===== src/hw/rtl/gda_pkg.sv =====
`default_nettype none

package gda_pkg;

  // field widths
  localparam int unsigned YEAR_W  = 14;
  localparam int unsigned MONTH_W = 4;
  localparam int unsigned DAY_W   = 5;
  localparam int unsigned OFF_W   = 20;
  localparam int unsigned COUNT_W = 22;

  // internal widths: day numbers and shift sums span about -525k .. 6.5M
  localparam int unsigned SER_W   = 24;
  localparam int unsigned PC_W    = 5;
  localparam int unsigned Q_W     = 8;
  localparam int unsigned MUL_A_W = 22;
  localparam int unsigned MUL_B_W = 13;
  localparam int unsigned MUL_P_W = MUL_A_W + MUL_B_W;

  // calendar limits
  localparam logic [YEAR_W-1:0]  YEAR_MIN  = 14'd1;
  localparam logic [YEAR_W-1:0]  YEAR_MAX  = 14'd9999;
  localparam logic [MONTH_W-1:0] MONTH_MIN = 4'd1;
  localparam logic [MONTH_W-1:0] MONTH_MAX = 4'd12;
  localparam logic [MONTH_W-1:0] MONTH_FEB = 4'd2;
  localparam logic signed [SER_W-1:0] SERIAL_LAST = 24'sd3652058;
  localparam logic signed [SER_W-1:0] YEAR0_START = -24'sd366;
  localparam logic [COUNT_W-1:0] COUNT_MAX = '1;

  // reciprocal constants: q100 = (y * 5243) >> 19 exact for y < 16384,
  // year estimate = (s * 2871) >> 20 within about one year
  localparam logic [MUL_B_W-1:0] RECIP_100    = 13'd5243;
  localparam int unsigned        RECIP_100_SH = 19;
  localparam logic [MUL_B_W-1:0] RECIP_YEAR    = 13'd2871;
  localparam int unsigned        RECIP_YEAR_SH = 20;

  // opcodes
  localparam logic OPC_SHIFT = 1'b0;
  localparam logic OPC_DIFF  = 1'b1;

  typedef logic [YEAR_W-1:0]         year_t;
  typedef logic [MONTH_W-1:0]        month_t;
  typedef logic [DAY_W-1:0]          day_t;
  typedef logic [Q_W-1:0]            q_t;
  typedef logic [PC_W-1:0]           pc_t;
  typedef logic signed [SER_W-1:0]   serial_t;

  typedef struct packed {
    logic                    opcode;
    year_t                   a_year;
    month_t                  a_month;
    day_t                    a_day;
    year_t                   b_year;
    month_t                  b_month;
    day_t                    b_day;
    logic signed [OFF_W-1:0] offset_days;
  } gda_req_t;

  typedef struct packed {
    year_t              out_year;
    month_t             out_month;
    day_t               out_day;
    logic [COUNT_W-1:0] day_count;
    logic               a_before_b;
    logic               a_equals_b;
    logic               a_invalid;
    logic               out_of_range;
  } gda_rsp_t;

  // datapath micro-operations
  typedef enum logic [4:0] {
    UOP_NOP,
    UOP_LOAD_A,
    UOP_LOAD_B,
    UOP_Q_Y,
    UOP_Q_P,
    UOP_LEAP,
    UOP_YS,
    UOP_YS_NEXT,
    UOP_SER,
    UOP_SAVE_A,
    UOP_SHIFT_ADD,
    UOP_EST,
    UOP_INC,
    UOP_DEC,
    UOP_SUB_YS,
    UOP_MSTEP,
    UOP_FINISH
  } uop_t;

  // jump conditions
  typedef enum logic [2:0] {
    COND_NONE,
    COND_ALWAYS,
    COND_OP_SHIFT,
    COND_UP_DONE,
    COND_DOWN_DONE,
    COND_MONTH_DONE
  } cond_t;

  typedef struct packed {
    uop_t  op;
    cond_t cond;
    pc_t   target;
  } uword_t;

  // program addresses
  localparam pc_t PC_START = 5'd0;
  localparam pc_t PC_SHIFT = 5'd14;
  localparam pc_t PC_UP    = 5'd16;
  localparam pc_t PC_DOWN  = 5'd19;
  localparam pc_t PC_MONTH = 5'd22;
  localparam pc_t PC_WALK  = 5'd25;
  localparam pc_t PC_DONE  = 5'd27;

  // microprogram rom
  function automatic uword_t ucode(input pc_t pc);
    uword_t w;
    case (pc)
      // day number of date a
      5'd0:  w = '{UOP_LOAD_A,    COND_NONE,       PC_START};
      5'd1:  w = '{UOP_Q_Y,       COND_NONE,       PC_START};
      5'd2:  w = '{UOP_LEAP,      COND_NONE,       PC_START};
      5'd3:  w = '{UOP_Q_P,       COND_NONE,       PC_START};
      5'd4:  w = '{UOP_YS,        COND_NONE,       PC_START};
      5'd5:  w = '{UOP_SER,       COND_NONE,       PC_START};
      5'd6:  w = '{UOP_SAVE_A,    COND_OP_SHIFT,   PC_SHIFT};
      // day number of date b, then difference
      5'd7:  w = '{UOP_LOAD_B,    COND_NONE,       PC_START};
      5'd8:  w = '{UOP_Q_Y,       COND_NONE,       PC_START};
      5'd9:  w = '{UOP_LEAP,      COND_NONE,       PC_START};
      5'd10: w = '{UOP_Q_P,       COND_NONE,       PC_START};
      5'd11: w = '{UOP_YS,        COND_NONE,       PC_START};
      5'd12: w = '{UOP_SER,       COND_NONE,       PC_START};
      5'd13: w = '{UOP_FINISH,    COND_NONE,       PC_START};
      // shift: add offset and estimate the year
      5'd14: w = '{UOP_SHIFT_ADD, COND_NONE,       PC_START};
      5'd15: w = '{UOP_EST,       COND_NONE,       PC_START};
      // walk the year up while next year starts at or before s
      5'd16: w = '{UOP_Q_Y,       COND_NONE,       PC_START};
      5'd17: w = '{UOP_YS_NEXT,   COND_UP_DONE,    PC_DOWN};
      5'd18: w = '{UOP_INC,       COND_ALWAYS,     PC_UP};
      // walk the year down while it starts after s
      5'd19: w = '{UOP_Q_P,       COND_NONE,       PC_START};
      5'd20: w = '{UOP_YS,        COND_DOWN_DONE,  PC_MONTH};
      5'd21: w = '{UOP_DEC,       COND_ALWAYS,     PC_DOWN};
      // day of year, then walk the months
      5'd22: w = '{UOP_SUB_YS,    COND_NONE,       PC_START};
      5'd23: w = '{UOP_Q_Y,       COND_NONE,       PC_START};
      5'd24: w = '{UOP_LEAP,      COND_NONE,       PC_START};
      5'd25: w = '{UOP_NOP,       COND_MONTH_DONE, PC_DONE};
      5'd26: w = '{UOP_MSTEP,     COND_ALWAYS,     PC_WALK};
      5'd27: w = '{UOP_FINISH,    COND_NONE,       PC_START};
      default: w = '{UOP_FINISH,  COND_NONE,       PC_START};
    endcase
    return w;
  endfunction

  // days in a month, anything outside 1..12 counts as 31
  function automatic day_t month_len(input month_t m, input logic leap);
    day_t d;
    if (m == MONTH_FEB) begin
      d = leap ? 5'd29 : 5'd28;
    end else if (m inside {4'd4, 4'd6, 4'd9, 4'd11}) begin
      d = 5'd30;
    end else begin
      d = 5'd31;
    end
    return d;
  endfunction

  // days of the year before the first of month m (m in 1..12)
  function automatic logic [8:0] cum_days(input month_t m, input logic leap);
    logic [8:0] c;
    case (m)
      4'd1:    c = 9'd0;
      4'd2:    c = 9'd31;
      4'd3:    c = 9'd59;
      4'd4:    c = 9'd90;
      4'd5:    c = 9'd120;
      4'd6:    c = 9'd151;
      4'd7:    c = 9'd181;
      4'd8:    c = 9'd212;
      4'd9:    c = 9'd243;
      4'd10:   c = 9'd273;
      4'd11:   c = 9'd304;
      4'd12:   c = 9'd334;
      default: c = 9'd0;
    endcase
    if (leap && (m > MONTH_FEB)) begin
      c = c + 9'd1;
    end
    return c;
  endfunction

  // leap rule from the year and its quotient by 100
  function automatic logic leap_of(input year_t y, input q_t q);
    year_t r;
    r = y - (YEAR_W'(q) * YEAR_W'(100));
    return ((y[1:0] == 2'b00) && (r != '0)) || ((r == '0) && (q[1:0] == 2'b00));
  endfunction

  // first day number of year p+1, with q = p / 100
  function automatic serial_t year_start(input year_t p, input q_t q);
    logic [SER_W-1:0] t;
    t = (SER_W'(p) * SER_W'(365)) + SER_W'(p >> 2) - SER_W'(q) + SER_W'(q >> 2);
    return $signed(t);
  endfunction

  // month used for day numbers: 0 reads as 1, above 12 as 12
  function automatic month_t clamp_month(input month_t m);
    month_t c;
    if (m < MONTH_MIN) begin
      c = MONTH_MIN;
    end else if (m > MONTH_MAX) begin
      c = MONTH_MAX;
    end else begin
      c = m;
    end
    return c;
  endfunction

endpackage

`default_nettype wire


===== src/hw/rtl/gregorian_date_arithmetic.sv =====
`default_nettype none

// channel  signals                      payload     accepted when
// req      req_valid / req_ready        gda_req_t   req_valid && req_ready
// rsp      rsp_valid / rsp_ready        gda_rsp_t   rsp_valid && rsp_ready
//
// a difference runs the two day-number passes; a shift's length is set by
// the year correction loop and the month walk, with the steps running one at a time
// on the shared 22x13 multiplier and year-start adder.
// one item is in work at a time; the next is taken while a result waits.
// rst clears the sequencer and the output valid; no clearing pass.
// a full output register holds the sequencer on its finish step.

module gregorian_date_arithmetic (
  input  wire logic              clk,
  input  wire logic              rst,
  input  wire logic              req_valid,
  output logic                   req_ready,
  input  wire gda_pkg::gda_req_t req,
  output logic                   rsp_valid,
  input  wire logic              rsp_ready,
  output gda_pkg::gda_rsp_t      rsp
);
  import gda_pkg::*;

  gda_req_t item;
  logic     busy;
  pc_t      pc;
  uword_t   uw;
  logic     jump;
  logic     fin_fire;
  logic     req_fire;

  year_t    yr;
  month_t   mo;
  day_t     dy;
  q_t       q;
  logic     leap;
  serial_t  ys;
  serial_t  acc;
  serial_t  sa;
  logic     invalid;
  logic     oor;

  gda_rsp_t out_r;
  logic     out_valid;
  gda_rsp_t rsp_next;

  logic [MUL_A_W-1:0] mul_a;
  logic [MUL_B_W-1:0] mul_b;
  logic [MUL_P_W-1:0] prod;
  logic [MUL_P_W-RECIP_YEAR_SH-1:0] est;
  year_t    est_year;
  year_t    ys_p;
  serial_t  ys_val;
  serial_t  ser_val;
  serial_t  shift_sum;
  serial_t  dif;
  logic [SER_W-1:0] mag;
  day_t     md_cur;
  logic     invalid_a;
  logic     a_first;
  logic     equal;

  // control word for this step
  assign uw       = ucode(pc);
  assign req_ready = !busy;
  assign req_fire = req_valid && req_ready;
  assign fin_fire = busy && (uw.op == UOP_FINISH) && (!out_valid || rsp_ready);
  assign rsp_valid = out_valid;
  assign rsp       = out_r;

  // shared multiplier: quotient by 100 or year estimate
  always_comb begin
    case (uw.op)
      UOP_Q_P: begin
        mul_a = MUL_A_W'(yr - YEAR_W'(1));
        mul_b = RECIP_100;
      end
      UOP_EST: begin
        mul_a = acc[MUL_A_W-1:0];
        mul_b = RECIP_YEAR;
      end
      default: begin
        mul_a = MUL_A_W'(yr);
        mul_b = RECIP_100;
      end
    endcase
  end

  assign prod = MUL_P_W'(mul_a) * MUL_P_W'(mul_b);
  assign est  = prod[MUL_P_W-1:RECIP_YEAR_SH] + 1'b1;
  assign est_year = (est > (MUL_P_W-RECIP_YEAR_SH)'(YEAR_MAX)) ? YEAR_MAX : est[YEAR_W-1:0];

  // year start of yr (or yr+1 on the upward walk)
  assign ys_p   = (uw.op == UOP_YS_NEXT) ? yr : (yr - YEAR_W'(1));
  assign ys_val = ((uw.op == UOP_YS) && (yr == '0)) ? YEAR0_START : year_start(ys_p, q);

  // day number, shift and difference arithmetic
  assign md_cur    = month_len(mo, leap);
  assign ser_val   = ys + $signed(SER_W'(cum_days(mo, leap))) + $signed(SER_W'(dy))
                     - $signed(SER_W'(1));
  assign shift_sum = sa + SER_W'($signed(item.offset_days));
  assign dif       = sa - acc;
  assign mag       = dif[SER_W-1] ? SER_W'(-dif) : SER_W'(dif);

  // flags that come straight from the item
  assign invalid_a = !(item.a_month inside {[MONTH_MIN:MONTH_MAX]}) || (item.a_day == '0) ||
                     (item.a_day > month_len(item.a_month, leap));
  assign a_first = (item.a_year < item.b_year) ||
                   ((item.a_year == item.b_year) &&
                    ((item.a_month < item.b_month) ||
                     ((item.a_month == item.b_month) && (item.a_day < item.b_day))));
  assign equal  = (item.a_year == item.b_year) && (item.a_month == item.b_month) &&
                  (item.a_day == item.b_day);

  // jump condition
  always_comb begin
    case (uw.cond)
      COND_NONE:       jump = 1'b0;
      COND_ALWAYS:     jump = 1'b1;
      COND_OP_SHIFT:   jump = (item.opcode == OPC_SHIFT);
      COND_UP_DONE:    jump = (yr >= YEAR_MAX) || (ys_val > acc);
      COND_DOWN_DONE:  jump = (yr <= YEAR_MIN) || (ys_val <= acc);
      COND_MONTH_DONE: jump = (mo >= MONTH_MAX) || (acc < $signed(SER_W'(md_cur)));
      default:         jump = 1'b0;
    endcase
  end

  // result assembly
  always_comb begin
    rsp_next            = '0;
    rsp_next.a_before_b = a_first;
    rsp_next.a_equals_b = equal;
    rsp_next.a_invalid  = invalid;
    if (item.opcode == OPC_SHIFT) begin
      rsp_next.out_year     = yr;
      rsp_next.out_month    = mo;
      rsp_next.out_day      = acc[DAY_W-1:0] + 1'b1;
      rsp_next.out_of_range = oor;
    end else if (mag > SER_W'(COUNT_MAX)) begin
      rsp_next.day_count    = COUNT_MAX;
      rsp_next.out_of_range = 1'b1;
    end else begin
      rsp_next.day_count    = mag[COUNT_W-1:0];
    end
  end

  // sequencer and output valid
  always_ff @(posedge clk) begin
    if (rst) begin
      busy      <= 1'b0;
      pc        <= PC_START;
      out_valid <= 1'b0;
    end else begin
      // a new result replaces a leaving one in the same cycle
      if (fin_fire) begin
        out_valid <= 1'b1;
      end else if (rsp_valid && rsp_ready) begin
        out_valid <= 1'b0;
      end
      if (req_fire) begin
        busy <= 1'b1;
        pc   <= PC_START;
      end else if (busy) begin
        if (uw.op == UOP_FINISH) begin
          if (fin_fire) begin
            busy <= 1'b0;
          end
        end else if (jump) begin
          pc <= uw.target;
        end else begin
          pc <= pc + 1'b1;
        end
      end
    end
  end

  // datapath
  always_ff @(posedge clk) begin
    if (req_fire) begin
      item <= req;
    end
    if (fin_fire) begin
      out_r <= rsp_next;
    end
    if (busy) begin
      case (uw.op)
        UOP_LOAD_A: begin
          yr <= item.a_year;
          mo <= clamp_month(item.a_month);
          dy <= item.a_day;
        end
        UOP_LOAD_B: begin
          yr <= item.b_year;
          mo <= clamp_month(item.b_month);
          dy <= item.b_day;
        end
        UOP_Q_Y, UOP_Q_P: begin
          q <= prod[RECIP_100_SH +: Q_W];
        end
        UOP_LEAP: begin
          leap <= leap_of(yr, q);
        end
        UOP_YS, UOP_YS_NEXT: begin
          ys <= ys_val;
        end
        UOP_SER: begin
          acc <= ser_val;
        end
        UOP_SAVE_A: begin
          sa      <= acc;
          invalid <= invalid_a;
        end
        UOP_SHIFT_ADD: begin
          if (shift_sum[SER_W-1]) begin
            acc <= '0;
            oor <= 1'b1;
          end else if (shift_sum > SERIAL_LAST) begin
            acc <= SERIAL_LAST;
            oor <= 1'b1;
          end else begin
            acc <= shift_sum;
            oor <= 1'b0;
          end
        end
        UOP_EST: begin
          yr <= est_year;
        end
        UOP_INC: begin
          yr <= yr + 1'b1;
        end
        UOP_DEC: begin
          yr <= yr - 1'b1;
        end
        UOP_SUB_YS: begin
          acc <= acc - ys;
          mo  <= MONTH_MIN;
        end
        UOP_MSTEP: begin
          acc <= acc - $signed(SER_W'(md_cur));
          mo  <= mo + 1'b1;
        end
        default: begin
        end
      endcase
    end
  end

  // a finished item leaves the sequencer and shows at the output
  a_finish_hands_off: assert property (@(posedge clk) disable iff (rst)
    fin_fire |=> !busy && rsp_valid)
    else $error("finish step did not hand the item to the output");

  // a shifted date always has its year and month in range and a nonzero day
  a_shift_date_legal: assert property (@(posedge clk) disable iff (rst)
    fin_fire && (item.opcode == OPC_SHIFT) |=>
      (rsp.out_year >= YEAR_MIN) && (rsp.out_year <= YEAR_MAX) &&
      (rsp.out_month >= MONTH_MIN) && (rsp.out_month <= MONTH_MAX) && (rsp.out_day != '0))
    else $error("shift produced an illegal date");

  // the year search never leaves 1..9999
  a_year_bounds: assert property (@(posedge clk) disable iff (rst)
    busy && (pc >= PC_UP) |-> (yr >= YEAR_MIN) && (yr <= YEAR_MAX))
    else $error("year search left the calendar range");

  // the remaining day count on the shift path never goes negative
  a_walk_nonneg: assert property (@(posedge clk) disable iff (rst)
    busy && (pc >= PC_UP) |-> !acc[SER_W-1])
    else $error("day remainder went negative");

endmodule

`default_nettype wire


===== config.mk =====
export PLATFORM = sky130hd
export DESIGN_NAME = gregorian_date_arithmetic
export DESIGN_NICKNAME = d
export VERILOG_FILES = /design/src/hw/rtl/gda_pkg.sv /design/src/hw/rtl/gregorian_date_arithmetic.sv
export SDC_FILE = /design/constraint.sdc
export NUM_CORES = 2
export LEC_CHECK = 0
export BUFFER_PORTS_ARGS = -buffer_cell sky130_fd_sc_hd__buf_2
export CORE_MARGIN = 2
export CORE_UTILIZATION = 65
export CTS_BUF_LIST = sky130_fd_sc_hd__clkbuf_4 sky130_fd_sc_hd__clkbuf_8
export DETAILED_ROUTE_END_ITERATION = 6
export GPL_ROUTABILITY_DRIVEN = 0
export GPL_TIMING_DRIVEN = 0
export HOLD_SLACK_MARGIN = 0.08
export PLACE_DENSITY = 0.86
export SETUP_SLACK_MARGIN = 0.2
export SLEW_MARGIN = 5
export SYNTH_ARGS = -nofsm -noshare
export SYNTH_HDL_FRONTEND = slang
export SYNTH_SLANG_ARGS = --single-unit

===== constraint.sdc =====
create_clock -name clk -period 19.6 [get_ports clk]
set_clock_uncertainty 0.15 [all_clocks]
set_input_delay 4.9 -clock clk [delete_from_list [all_inputs] [get_ports clk]]
set_output_delay 4.9 -clock clk [all_outputs]
set_load 0.01 [all_outputs]

==> results.py <==
metrics = {
    "outcome": {
        "outcome": "finished, violations left",
        "violations": "DRC",
    },
    "global_route": {
        "first_global_vias": 26200,
        "grt_pass1_wl_mm": 138,
        "overflow": 0,
        "antenna_found_initial": 1,
        "gr-usage-all-layers": 0.357,
        "grt_max_degree": 33,
    },
    "setup_path": {
        "worst_r2r_path_depth": 37,
        "critPathMaxStageDelay_ns": 0.88,
        "cp_slowest_cell": "nor3_1",
        "worstSetupPathType": "flip-flop to flip-flop",
        "r2r_setup_slack_ns": 6.87,
        "worstPathMaxFanout": 9,
        "critPathTopFamily": "adder cells",
        "worst-path-stages": 37,
        "reg2reg_to": "uw[9]$_DFF_P_",
        "crit_start": "yr[2]$_DFFE_PP_",
        "crit_buf_inv": 3,
        "arrival_ns": 13.10,
        "endpoint": "uw[9]$_DFF_P_",
        "worstPathRequired_ns": 19.96,
        "endpoint_kind": "flip-flop",
        "reg2reg_from": "yr[2]$_DFFE_PP_",
        "critPathLaunchType": "flip-flop",
    },
    "cts": {
        "cts_resized": 0,
        "numCtsBuffers": 44,
        "cts_max_path_buffers": 3,
        "clkSinkCount": 251,
        "cts_tree": "done",
        "cts_hold_buf": 0,
        "post-cts-setup-buffers": 0,
        "cts_htree_levels": 2,
        "clk_pin_slew_ns": 0.06,
        "insertion_delay_ns": 0.66,
        "root_buffer": "clkbuf_8",
    },
    "power": {
        "vdd_ir_drop_max_mv": 0.131,
        "power_density_nw_per_um2": 121,
        "p_leak_nw": 16.0,
    },
    "yosys": {
        "synth_flop_cell": "edfxtp_1",
        "syn_area_um2": 31100,
        "seq_area_frac_synth": 0.233,
        "synth_cells": 3329,
        "synthDistinctLibCells": 102,
        "ys_ff_latch": 251,
        "async_reset_ff_frac": 0,
        "synth_edf_count": 222,
        "yosysWarnings": 0,
        "postSynthAreaPerCell_um2": 9.33,
    },
    "drt": {
        "wl_per_cell_um": 21.1,
        "drt_wl_total_mm": 87.5,
        "drtIter0Drc": 3529,
        "vias": 26200,
        "final_antenna_net_count": 0,
        "first_pass_iters": 7,
        "vias_per_cell": 6.30,
        "drc": 41,
    },
    "floorplanning": {
        "chipWidth_um": 223,
        "start_util": 0.655,
        "fp.dieArea_um2": 49600,
        "die_h_um": 223,
        "num_rows": 80,
        "core_region_area_um2": 47400,
        "ios": 122,
    },
    "timing": {
        "max_freq_mhz": 78.5,
        "min_period_over_period": 0.650,
        "final-max-slew-violation-count": 0,
        "finalSetupTns_ns": 0,
        "slew_headroom": 0.0797,
        "timing.hold.ws_ns": 0.370,
        "worst_pin_slew_ns": 1.37,
        "rsz0062_at_grt": "no",
        "finalHoldViolCount": 0,
        "layout_min_cycle_time_ns": 12.73,
        "setup_viol": 0,
    },
    "cells_and_area": {
        "fillers": 3477,
        "finalNetCount": 4272,
        "layout-drive-gt1-share": 0.0814,
        "multi_input_area_um2": 21300,
        "layout.cells.most_common_list": "556 x inv_1, 448 x ha_1, 248 x fa_1, 222 x edfxtp_1, 206 x nand2_1",
        "seq_area_um2": 7250,
        "fin_area_um2": 33600,
        "syn_to_final_growth_pct": 8.01,
        "mostFrequentLayoutCell": "inv_1",
        "diodes": 0,
    },
    "place": {
        "numPortBuffers": 121,
        "hpwl_mm": 71.4,
        "postPlaceCellArea_um2": 32600,
    },
    "hold_path": {
        "hold_path_class": "flip-flop to flip-flop",
    },
    "run": {
        "maxCapViolCount": 0,
    },
}
[final cells by class]
class | instances | area share
Inverter | 558 | 0.0625
Clock buffer | 67 | 0.0239
Multi-Input combinational cell | 2413 | 0.636
Sequential cell | 251 | 0.216
Timing Repair Buffer | 129 | 0.0216
Clock inverter | 13 | 0.00474
Tap cell | 615 | 0.0229
Buffer | 108 | 0.0123
[worst reg2reg max path: cells and delay by family (launching register included)]
kind	cells	cell delay, ns
muxes	4	1.65
buffers and inverters	3	0.35
xor gates and xnor gates	1	0.86
AOI/OAI and AO/OA	12	2.79
DFF	1	0.38
adders and majority gates	8	3.48
and+or+nand+nor	9	2.92
[metal layers]
metal,global-route usage,vias to the layer above,part of all wire
met5,0,-,0.00015
li1,-,11900,-
met3,0.0774,352,0.11
met2,0.577,1502,0.45
met4,0.189,2,0.060
met1,0.451,12400,0.38
[registers in the layout, summed over array words and instances (netlist names), named ones only]
| register | count |
|---|---|
| item | 67 |
| rsp | 49 |
| acc | 24 |
| sa | 24 |
| ys | 24 |
| yr | 14 |
| uw | 13 |
| q | 8 |
| dy | 5 |
| pc | 5 |
| mo | 4 |
| busy | 1 |
| invalid | 1 |
| leap | 1 |
| oor | 1 |
| rsp_valid | 1 |
[cells in the mapped netlist, drive strengths merged (9+ instances only)]
library cell / instances / area (um2)
inv: 557 / 2090
ha: 448 / 5610
fa: 248 / 4960
edfxtp: 222 / 6670
nand2: 208 / 786
a21oi: 177 / 897
nor2: 170 / 641
xnor2: 133 / 1170
o21ai: 122 / 614
clkbuf: 95 / 357
nand3: 78 / 390
xor2: 77 / 674
nor3: 75 / 392
a21o: 72 / 541
nor2b: 46 / 288
nand4: 37 / 231
and3: 36 / 225
a31oi: 33 / 221
dfxtp: 29 / 581
nand2b: 27 / 169
or3: 25 / 156
o31ai: 24 / 195
and2: 23 / 146
or2: 23 / 144
a211oi: 22 / 195
o211ai: 22 / 175
mux2i: 21 / 210
o21a: 21 / 159
nor4: 20 / 131
o21bai: 17 / 128
o22ai: 17 / 106
o31a: 15 / 131
a22oi: 13 / 97.6
buf: 13 / 56.3
a221oi: 12 / 118
a2111oi: 10 / 87.6
a221o: 10 / 100
a222oi: 9 / 90.1
[per-stage QoR]
stage,utilization,power [mW],worst slack [ns],instances
2_1_floorplan,-,2.80,9.30,3330
3_3_place_gp,0.684,3.34,7.38,4066
3_5_place_dp,0.687,3.44,7.27,4074
4_1_cts,0.707,4.01,7.24,4154
5_1_grt,0.707,4.44,6.28,4154
6_report,0.707,4.07,6.87,4154
[logic make-up after synthesis]
family / after synthesis / synth area share
AOI/OAI and AO/OA: 676 / 0.148
xor gates and xnor gates: 210 / 0.0594
adders and majority gates: 696 / 0.340
muxes: 27 / 0.00894
DFF: 251 / 0.233
and+or+nand+nor: 801 / 0.129
buffers and inverters: 666 / 0.0808
other: 2 / 0.000242
[how the worst min path moves through the flow]
stage | to | slack, ns | cells after the start | start
final | rsp[1]$_DFFE_PP_ | 0.37 | 0 | invalid$_DFFE_PP_
after CTS | sa[20]$_DFFE_PP_ | 0.36 | 0 | acc[20]$_DFFE_PP_
after global routing | rsp[1]$_DFFE_PP_ | 0.37 | 0 | invalid$_DFFE_PP_
after detailed placement | sa[2]$_DFFE_PP_ | 0.35 | 0 | acc[2]$_DFFE_PP_
after global placement | sa[20]$_DFFE_PP_ | 0.33 | 0 | acc[20]$_DFFE_PP_
after floorplan | rsp[1]$_DFFE_PP_ | 0.25 | 0 | invalid$_DFFE_PP_
[power by group]
part	internal (mW)	switching, mW	leakage, nW
registers	0.681	0.0189	2.28
clock network	0.303	0.241	0.501
logic	1.14	1.69	13.2
(Power assumes the default switching activity.)
